**src/rtl/nux_pkg.sv**
```systemverilog
// package with types, constants and round functions for the nux block cipher
`timescale 1ns / 1ps

package nux_pkg;

    localparam int ROUND_COUNT = 31;
    localparam int ROUND_W     = 5;
    localparam int CFG_IDX_W   = 8;
    localparam int CFG_DATA_W  = 64;

    localparam logic [CFG_IDX_W-1:0] REG_KEY_HIGH = 8'd0;
    localparam logic [CFG_IDX_W-1:0] REG_KEY_LOW  = 8'd1;

    typedef struct packed {
        logic [31:0] hi;
        logic [31:0] lo;
    } t_block;

    typedef struct packed {
        logic [63:0] kh;
        logic [63:0] kl;
    } t_key;

    typedef logic [3:0] t_sbox [16];
    typedef logic [3:0] t_perm [16];

    localparam t_sbox SBOX = '{
        4'hE, 4'h7, 4'h8, 4'h4, 4'h1, 4'h9, 4'h2, 4'hF,
        4'h5, 4'hA, 4'hB, 4'h0, 4'h6, 4'hC, 4'hD, 4'h3
    };

    localparam t_perm PERM = '{
        4'd15, 4'd11, 4'd7, 4'd3, 4'd2, 4'd14, 4'd10, 4'd6,
        4'd5, 4'd1, 4'd13, 4'd9, 4'd8, 4'd4, 4'd0, 4'd12
    };

    function automatic logic [15:0] rol8(input logic [15:0] w);
        return {w[7:0], w[15:8]};
    endfunction

    function automatic logic [15:0] ror3(input logic [15:0] w);
        return {w[2:0], w[15:3]};
    endfunction

    function automatic logic [15:0] sub16(input logic [15:0] w);
        logic [15:0] r;
        r = '0;
        for (int k = 0; k < 4; k++) begin
            r[k*4 +: 4] = SBOX[w[k*4 +: 4]];
        end
        return r;
    endfunction

    function automatic logic [15:0] perm16(input logic [15:0] w);
        logic [15:0] r;
        r = '0;
        for (int k = 0; k < 16; k++) begin
            r[PERM[k]] = w[k];
        end
        return r;
    endfunction

    function automatic t_block round_fn(input t_block b_in, input logic [31:0] rk);
        logic [15:0] a, b, c, d, x, u;
        t_block      r;
        a = b_in.hi[31:16];
        b = b_in.hi[15:0];
        c = b_in.lo[31:16];
        d = b_in.lo[15:0];
        x = perm16(sub16(ror3(b)) ^ rol8(a) ^ rk[31:16]);
        u = perm16(sub16(rol8(c)) ^ ror3(d) ^ rk[15:0]);
        r.lo = {x, perm16(b)};
        r.hi = {perm16(c), u};
        return r;
    endfunction

    function automatic t_key key_fn(input t_key k_in, input logic [ROUND_W-1:0] rnd);
        t_key r;
        r.kh = {k_in.kh[50:0], k_in.kl[63:51]};
        r.kl = {k_in.kl[50:0], k_in.kh[63:51]};
        r.kl[7:4] = SBOX[r.kl[7:4]];
        r.kl[3:0] = SBOX[r.kl[3:0]];
        r.kl[63:59] = r.kl[63:59] ^ rnd;
        return r;
    endfunction

endpackage

```
**src/rtl/nux_round_cell.sv**
```systemverilog
// one round cell: round logic, key step and a registered handshake stage
`timescale 1ns / 1ps

module nux_round_cell (
    input  logic                         i_clk,
    input  logic                         i_rst_n,
    input  logic [nux_pkg::ROUND_W-1:0]  i_round,
    input  logic                         i_valid,
    output logic                         o_ready,
    input  nux_pkg::t_block              i_block,
    input  nux_pkg::t_key                i_key,
    output logic                         o_valid,
    input  logic                         i_ready,
    output nux_pkg::t_block              o_block,
    output nux_pkg::t_key                o_key
);
    import nux_pkg::*;

    logic   r_valid;
    t_block r_block;
    t_key   r_key;
    logic   n_valid;
    logic   load;

    assign o_ready = !r_valid || i_ready;
    assign load    = i_valid && o_ready;
    assign n_valid = load || (r_valid && !i_ready);

    always_ff @(posedge i_clk) begin
        if (!i_rst_n) begin
            r_valid <= 1'b0;
        end else begin
            r_valid <= n_valid;
        end
    end

    always_ff @(posedge i_clk) begin
        if (load) begin
            r_block <= round_fn(i_block, i_key.kl[31:0]);
            r_key   <= key_fn(i_key, i_round);
        end
    end

    assign o_valid = r_valid;
    assign o_block = r_block;
    assign o_key   = r_key;

endmodule

```
**config.mk**
```make
export PLATFORM = sky130hd
export DESIGN_NAME = nux_round_cell
export DESIGN_NICKNAME = d
export VERILOG_FILES = /design/src/rtl/nux_pkg.sv /design/src/rtl/nux_round_cell.sv
export SDC_FILE = /design/constraint.sdc
export NUM_CORES = 1
export LEC_CHECK = 0
export BUFFER_PORTS_ARGS = -buffer_cell sky130_fd_sc_hd__buf_2
export CORE_AREA = 2 2 152 154
export CTS_BUF_LIST = sky130_fd_sc_hd__clkbuf_8
export DETAILED_ROUTE_END_ITERATION = 16
export DIE_AREA = 0 0 154 156
export PLACE_DENSITY = 0.72
export SYNTH_ARGS = -nofsm -noshare
export SYNTH_HDL_FRONTEND = slang
export SYNTH_SLANG_ARGS = --single-unit
```
**constraint.sdc**
```tcl
create_clock -name i_clk -period 8.94 [get_ports i_clk]
set_clock_uncertainty 0.2 [all_clocks]
set_input_delay 0.447 -clock i_clk [delete_from_list [all_inputs] [get_ports i_clk]]
set_output_delay 0.447 -clock i_clk [all_outputs]
set_load 0.05 [all_outputs]
```
Yosys cells after proc, flatten, opt, wreduce, memory -nomap -nowiden
Memory sizes are Yosys's and may differ from the RTL's. A register that Yosys moved wholly into a read port is not among the register bits.
Index checks and enable logic that the tools add are counted.
- output and inout port bits: 194
- ROM bits: 640
- logic and storage cells: 66
- memories kept: 10
- flip-flop bits (word level): 193
- bits in writable memories: 0
- input bits: 201
- latch bits: 0
- memory list (memory ; depth ; bits a word ; rd ports ; clocked after memory_dff ; wr ports ; RTL line ; RTL):
    (name not given) ; 16 ; 4 ; 1 ; 1 ; 0 ; nux_pkg.sv:82 ; r.kl[3:0] = SBOX[r.kl[3:0]];
    (name not given) ; 16 ; 4 ; 1 ; 1 ; 0 ; nux_pkg.sv:81 ; r.kl[7:4] = SBOX[r.kl[7:4]];
    (name not given) ; 16 ; 4 ; 1 ; 0 ; 0 ; nux_pkg.sv:49 ; r[k*4 +: 4] = SBOX[w[k*4 +: 4]];
    (name not given) ; 16 ; 4 ; 1 ; 0 ; 0 ; nux_pkg.sv:49 ;
    (name not given) ; 16 ; 4 ; 1 ; 0 ; 0 ; nux_pkg.sv:49 ;
    (name not given) ; 16 ; 4 ; 1 ; 0 ; 0 ; nux_pkg.sv:49 ;
    +4 memories ; -- ; -- ; -- ; -- ; -- ; -- ;
- reduce and logical (&&, ||, !) cells: 6
- $add $sub $neg: 0
- bitwise operators: 15
- order comparisons: 10
- eq/ne operators: 0
- shifts and indexed selects: 0
- muxes and demuxes: 20
- $mul: 0
- div/mod/pow operators: 0
- operator list (kind ; count):
    $mux W4 ; 20
    $xor A16 B16 Y16 ; 4
    $ge A5 B5 Y1 const B ; 10
    $not A4 Y5 ; 10
    $xor A5 B5 Y5 ; 1
    $logic_and A1 B1 Y1 ; 2
    $logic_not A1 Y1 ; 2
    $logic_or A1 B1 Y1 ; 2

Depth between registers and ports, before layout
- depth after elaboration: 6
- depth in mapped cells: 6
- mapped depth without buffers: 6

Least setup slack after synthesis
OpenSTA, ideal clock, no wires.
- path type: flip-flop to flip-flop
- start: reg r_valid, in the netlist o_valid
- end: reg r_block, in the netlist o_block[0], enable pin
- cell stages (with the launch flop): 3
- period minus slack after synthesis: 6.187 ns
- library setup time: 0.575 ns
- slack: 2.753 ns
- arrival time: 5.412 ns
- required time: 8.165 ns
- buffers on the path: 0
- cell sequence: dfxtp_1 -> nand2b_1 -> and2_1
- cells in the longest elaborated chain, start to end: 3
- RTL lines (what ; RTL line ; RTL):
    start: declaration ; nux_round_cell.sv:19 ; logic r_valid;
    start signal: assignment ; nux_round_cell.sv:33 ; r_valid <= n_valid;
    $logic_not A1 Y1 ; nux_round_cell.sv:25 ; assign o_ready = !r_valid || i_ready;
    $logic_or A1 B1 Y1 ; nux_round_cell.sv:25 ;
    net o_ready ; nux_round_cell.sv:9 ; output logic o_ready,
    $logic_and A1 B1 Y1 ; nux_round_cell.sv:26 ; assign load = i_valid && o_ready;
    net load ; nux_round_cell.sv:23 ; logic load;
    end signal: assignment ; nux_round_cell.sv:39 ; r_block <= round_fn(i_block, i_key.kl[31:0]);
    end: declaration ; nux_round_cell.sv:20 ; t_block r_block;
The timed path passes the listed nets, and every way through them passes these cells.
A chain may end at the register's enable or synchronous reset.

Worst setup path in the final report
- start: reg r_valid, in the netlist o_valid
- end: reg r_key, in the netlist o_key[58], enable pin
- cells in the longest elaborated chain, start to end: 3
- RTL lines (what ; RTL line ; RTL):
    $logic_not A1 Y1 ; nux_round_cell.sv:25 ;
    $logic_or A1 B1 Y1 ; nux_round_cell.sv:25 ;
    $logic_and A1 B1 Y1 ; nux_round_cell.sv:26 ;
    net load ; nux_round_cell.sv:23 ;
    end signal: assignment ; nux_round_cell.sv:40 ; r_key <= key_fn(i_key, i_round);
    end: declaration ; nux_round_cell.sv:21 ; t_key r_key;
The timed path passes the listed nets, and every way through them passes these cells.

==> flow_metrics.env <==
export IMPL_status="finished clean"
export IMPL_synth_edf_count=192
export IMPL_synth_compound_area_share_pct=4.21
export IMPL_antenna_left=0
export IMPL_setup_viol=0
export IMPL_synth_seq_area_share_pct=73.0
export IMPL_cts_tree="yes"
export IMPL_vias_per_cell=4.44
export IMPL_vdd_drop_max_v=0.0000945
export IMPL_rsz0062_at_grt="no"
export IMPL_path_clk_slew_ns=0.12
export IMPL_hold_path_class="input pin to flip-flop"
export IMPL_clk_latency_ns=0.44
export IMPL_vias=5724
export IMPL_synthesis_area_um2=7930
export IMPL_grt_ovfl_total=0
export IMPL_dr_pass1_iters=6
export IMPL_grt_usage_pct=17.8
export IMPL_stdcell_area_um2=11800
export IMPL_nets=1234
export IMPL_drt_wl_total_mm=21.7
export IMPL_final_cells=1290
export IMPL_rows=55
export IMPL_synth_top_area_share_pct=72.7
export IMPL_maxSlewViolCount=0
export IMPL_antenna_found_initial=0
export IMPL_first_global_vias=5916
export IMPL_portBuffers=394
export IMPL_synthCells=468
export IMPL_drc_errors=0
export IMPL_synth_cell_type_count=26
export IMPL_die_x_um=154
export IMPL_timing_setup_tns_ns=0
export IMPL_timing_hold_ws_ns=0.0548
export IMPL_cts_root_buf="clkbuf_8"
export IMPL_hpwl_mm=15.2
export IMPL_avgSynthCellArea_um2=16.9
export IMPL_synth_adder_area_share_pct=6.63
export IMPL_ys_warn_count=0
export IMPL_place_gp_congestion=0.788
export IMPL_p_per_area_nw_per_um2=187
export IMPL_top_layer="met4"
export IMPL_ys_ff_latch=193
export IMPL_end_kind="flip-flop"
export IMPL_clock_sinks=193
export IMPL_finalCriticalPeriod_ns=3.41
export IMPL_period_share_pct=38.1
export IMPL_grt_pass1_wl_mm=32.6
export IMPL_die_h_um=156
export IMPL_initial_core_util_pct=35.5
export IMPL_cp_arrival_ns=3.29
export IMPL_p_total_mw=2.21
export IMPL_post_place_cells=1140
export IMPL_startpoint_type="flip-flop"
export IMPL_wl_met1_mm=8.67
export IMPL_synthXorXnorAreaFrac_pct=9.83
export IMPL_yosys_area_share_simple_pct=1.89
export IMPL_cts_htree_levels=4
export IMPL_yosysTopAreaCell="edfxtp_1"
export IMPL_drive_above_1_share_pct=43.6
export IMPL_ios=395
export IMPL_routedWlPerCell_um=16.8
export IMPL_clock_path_buffers=2
export IMPL_max_freq_mhz=293
export IMPL_cp_required_ns=8.82
export IMPL_dr_wl_met2_mm=11.2
export IMPL_tightest_slew_ns=0.937
export IMPL_mostFrequentLayoutCells="buf_2 (394), edfxtp_1 (192), dlygate4sd3_1 (117)"
export IMPL_drt_iter0_markers=285
export IMPL_hold_viol=0
export IMPL_synthMuxAreaShare_pct=2.40
export IMPL_placed_area_um2=10200
export IMPL_postSynth_asyncResetShare_pct=0
export IMPL_n_fill_cell=1894
export IMPL_numCtsBuffers=17
export IMPL_criticalPathCategory="flip-flop to flip-flop"
export IMPL_core_um2=22400
export IMPL_syn_to_final_growth_pct=49.2
export IMPL_dieArea_um2=24000
export IMPL_regToRegSetupSlack_ns=5.53
export IMPL_relSlewSlack_pct=37.5
export IMPL_p_leak_nw=5.06
export IMPL_layout_commonest_cell="buf_2"
export IMPL_maxCapViolCount=0
export IMPL_syn_nets=711
export IMPL_wl_met3_mm=1.45
export IMPL_synth_top_family_by_area="XOR/XNOR gates"
export IMPL_critPathMaxFanout=73
export IMPL_cts_resized=0
export IMPL_synth_area_leaders="edfxtp_1 (73%), xnor2_1 (7.3%), ha_1 (6.6%)"
export IMPL_grt_max_degree=74
export IMPL_synth_ff_type="edfxtp_1"
## metrics by stage
| stage | utilization, % | setup slack (ns) |
|---|---|---|
| detailed placement | 45.8 | 5.26 |
| floorplan | - | 2.75 |
| finish | 52.9 | 5.53 |
| CTS | 52.8 | 5.49 |
| global route | 52.9 | 5.26 |
| global placement | 45.8 | 5.31 |
## sequential cells by signal, summed over array words and instances (netlist names)
name     flops
o_block     64
o_key      128
o_valid      1
## power breakdown
part	leakage (nW)	internal [mW]	switching [mW]
logic	2.98	0.162	0.362
clock network	0.209	0.240	0.351
registers	1.87	1.08	0.0169
## synth_stat cells (2+ instances only)
library cell,n
mux4_2,8
a21oi_1,10
ha_1,42
xor2_1,23
inv_1,32
o21ai_1,5
nand2b_1,3
o32a_1,7
inv_2,2
edfxtp_1,192
nand2_1,21
clkbuf_1,7
buf_2,2
xnor2_1,66
nor2b_1,2
o21ai_0,27
o31ai_1,2
nor2_1,9
## kinds of logic (layout without fill, tap and decap cells)
group / Yosys count / after routing
flip-flops: 193 / 193
buffers and inverters: 43 / 579
AND/OR/NAND/NOR: 36 / 36
XOR/XNOR: 89 / 89
adder cells (fa/ha/maj): 42 / 42
other: 0 / 1
multiplexers: 9 / 9
AO/OA/AOI/OAI: 56 / 56
## layout make-up
cell class	count	area, um2	share of cell area (%)
well taps	285	357	3.01
repair buffers	513	3160	26.7
inverters	34	128	1.08
multi-input cells	232	1980	16.8
clock inverters	15	183	1.54
flip-flops and latches	193	5790	48.9
diodes	1	2.50	0.0212
clock buffers	17	234	1.98
## worst paths after layout
kind	startpoint	to	depth (start not counted)
worst min-delay path	i_block[36]	o_block[2]$_DFFE_PP_	1
worst min register to register	o_valid$_SDFF_PN0_	o_valid$_SDFF_PN0_	2
worst max-delay path	o_valid$_SDFF_PN0_	o_key[58]$_DFFE_PP_	4
worst max register to register	o_valid$_SDFF_PN0_	o_key[58]$_DFFE_PP_	4
## per-layer routing
metal | GRT usage [%] | up-vias
li1 | - | 2736
met1 | 21.5 | 2723
met2 | 31.3 | 241
met3 | 5.00 | 24
met4 | 5.25 | 0
met5 | 0 | -
## critical path, cell delays in order (launching register included)
cell      delay (ns)
dfxtp_1         0.33
nand2b_1        0.11
and2_4          0.70
buf_4           0.85
buf_4           0.73
## repair_timing
action                    CTS  global route
buffers inserted            0             0
hold buffers              116             1
hold endpoints to repair  116             1
Power figures use the tool's default switching activity.
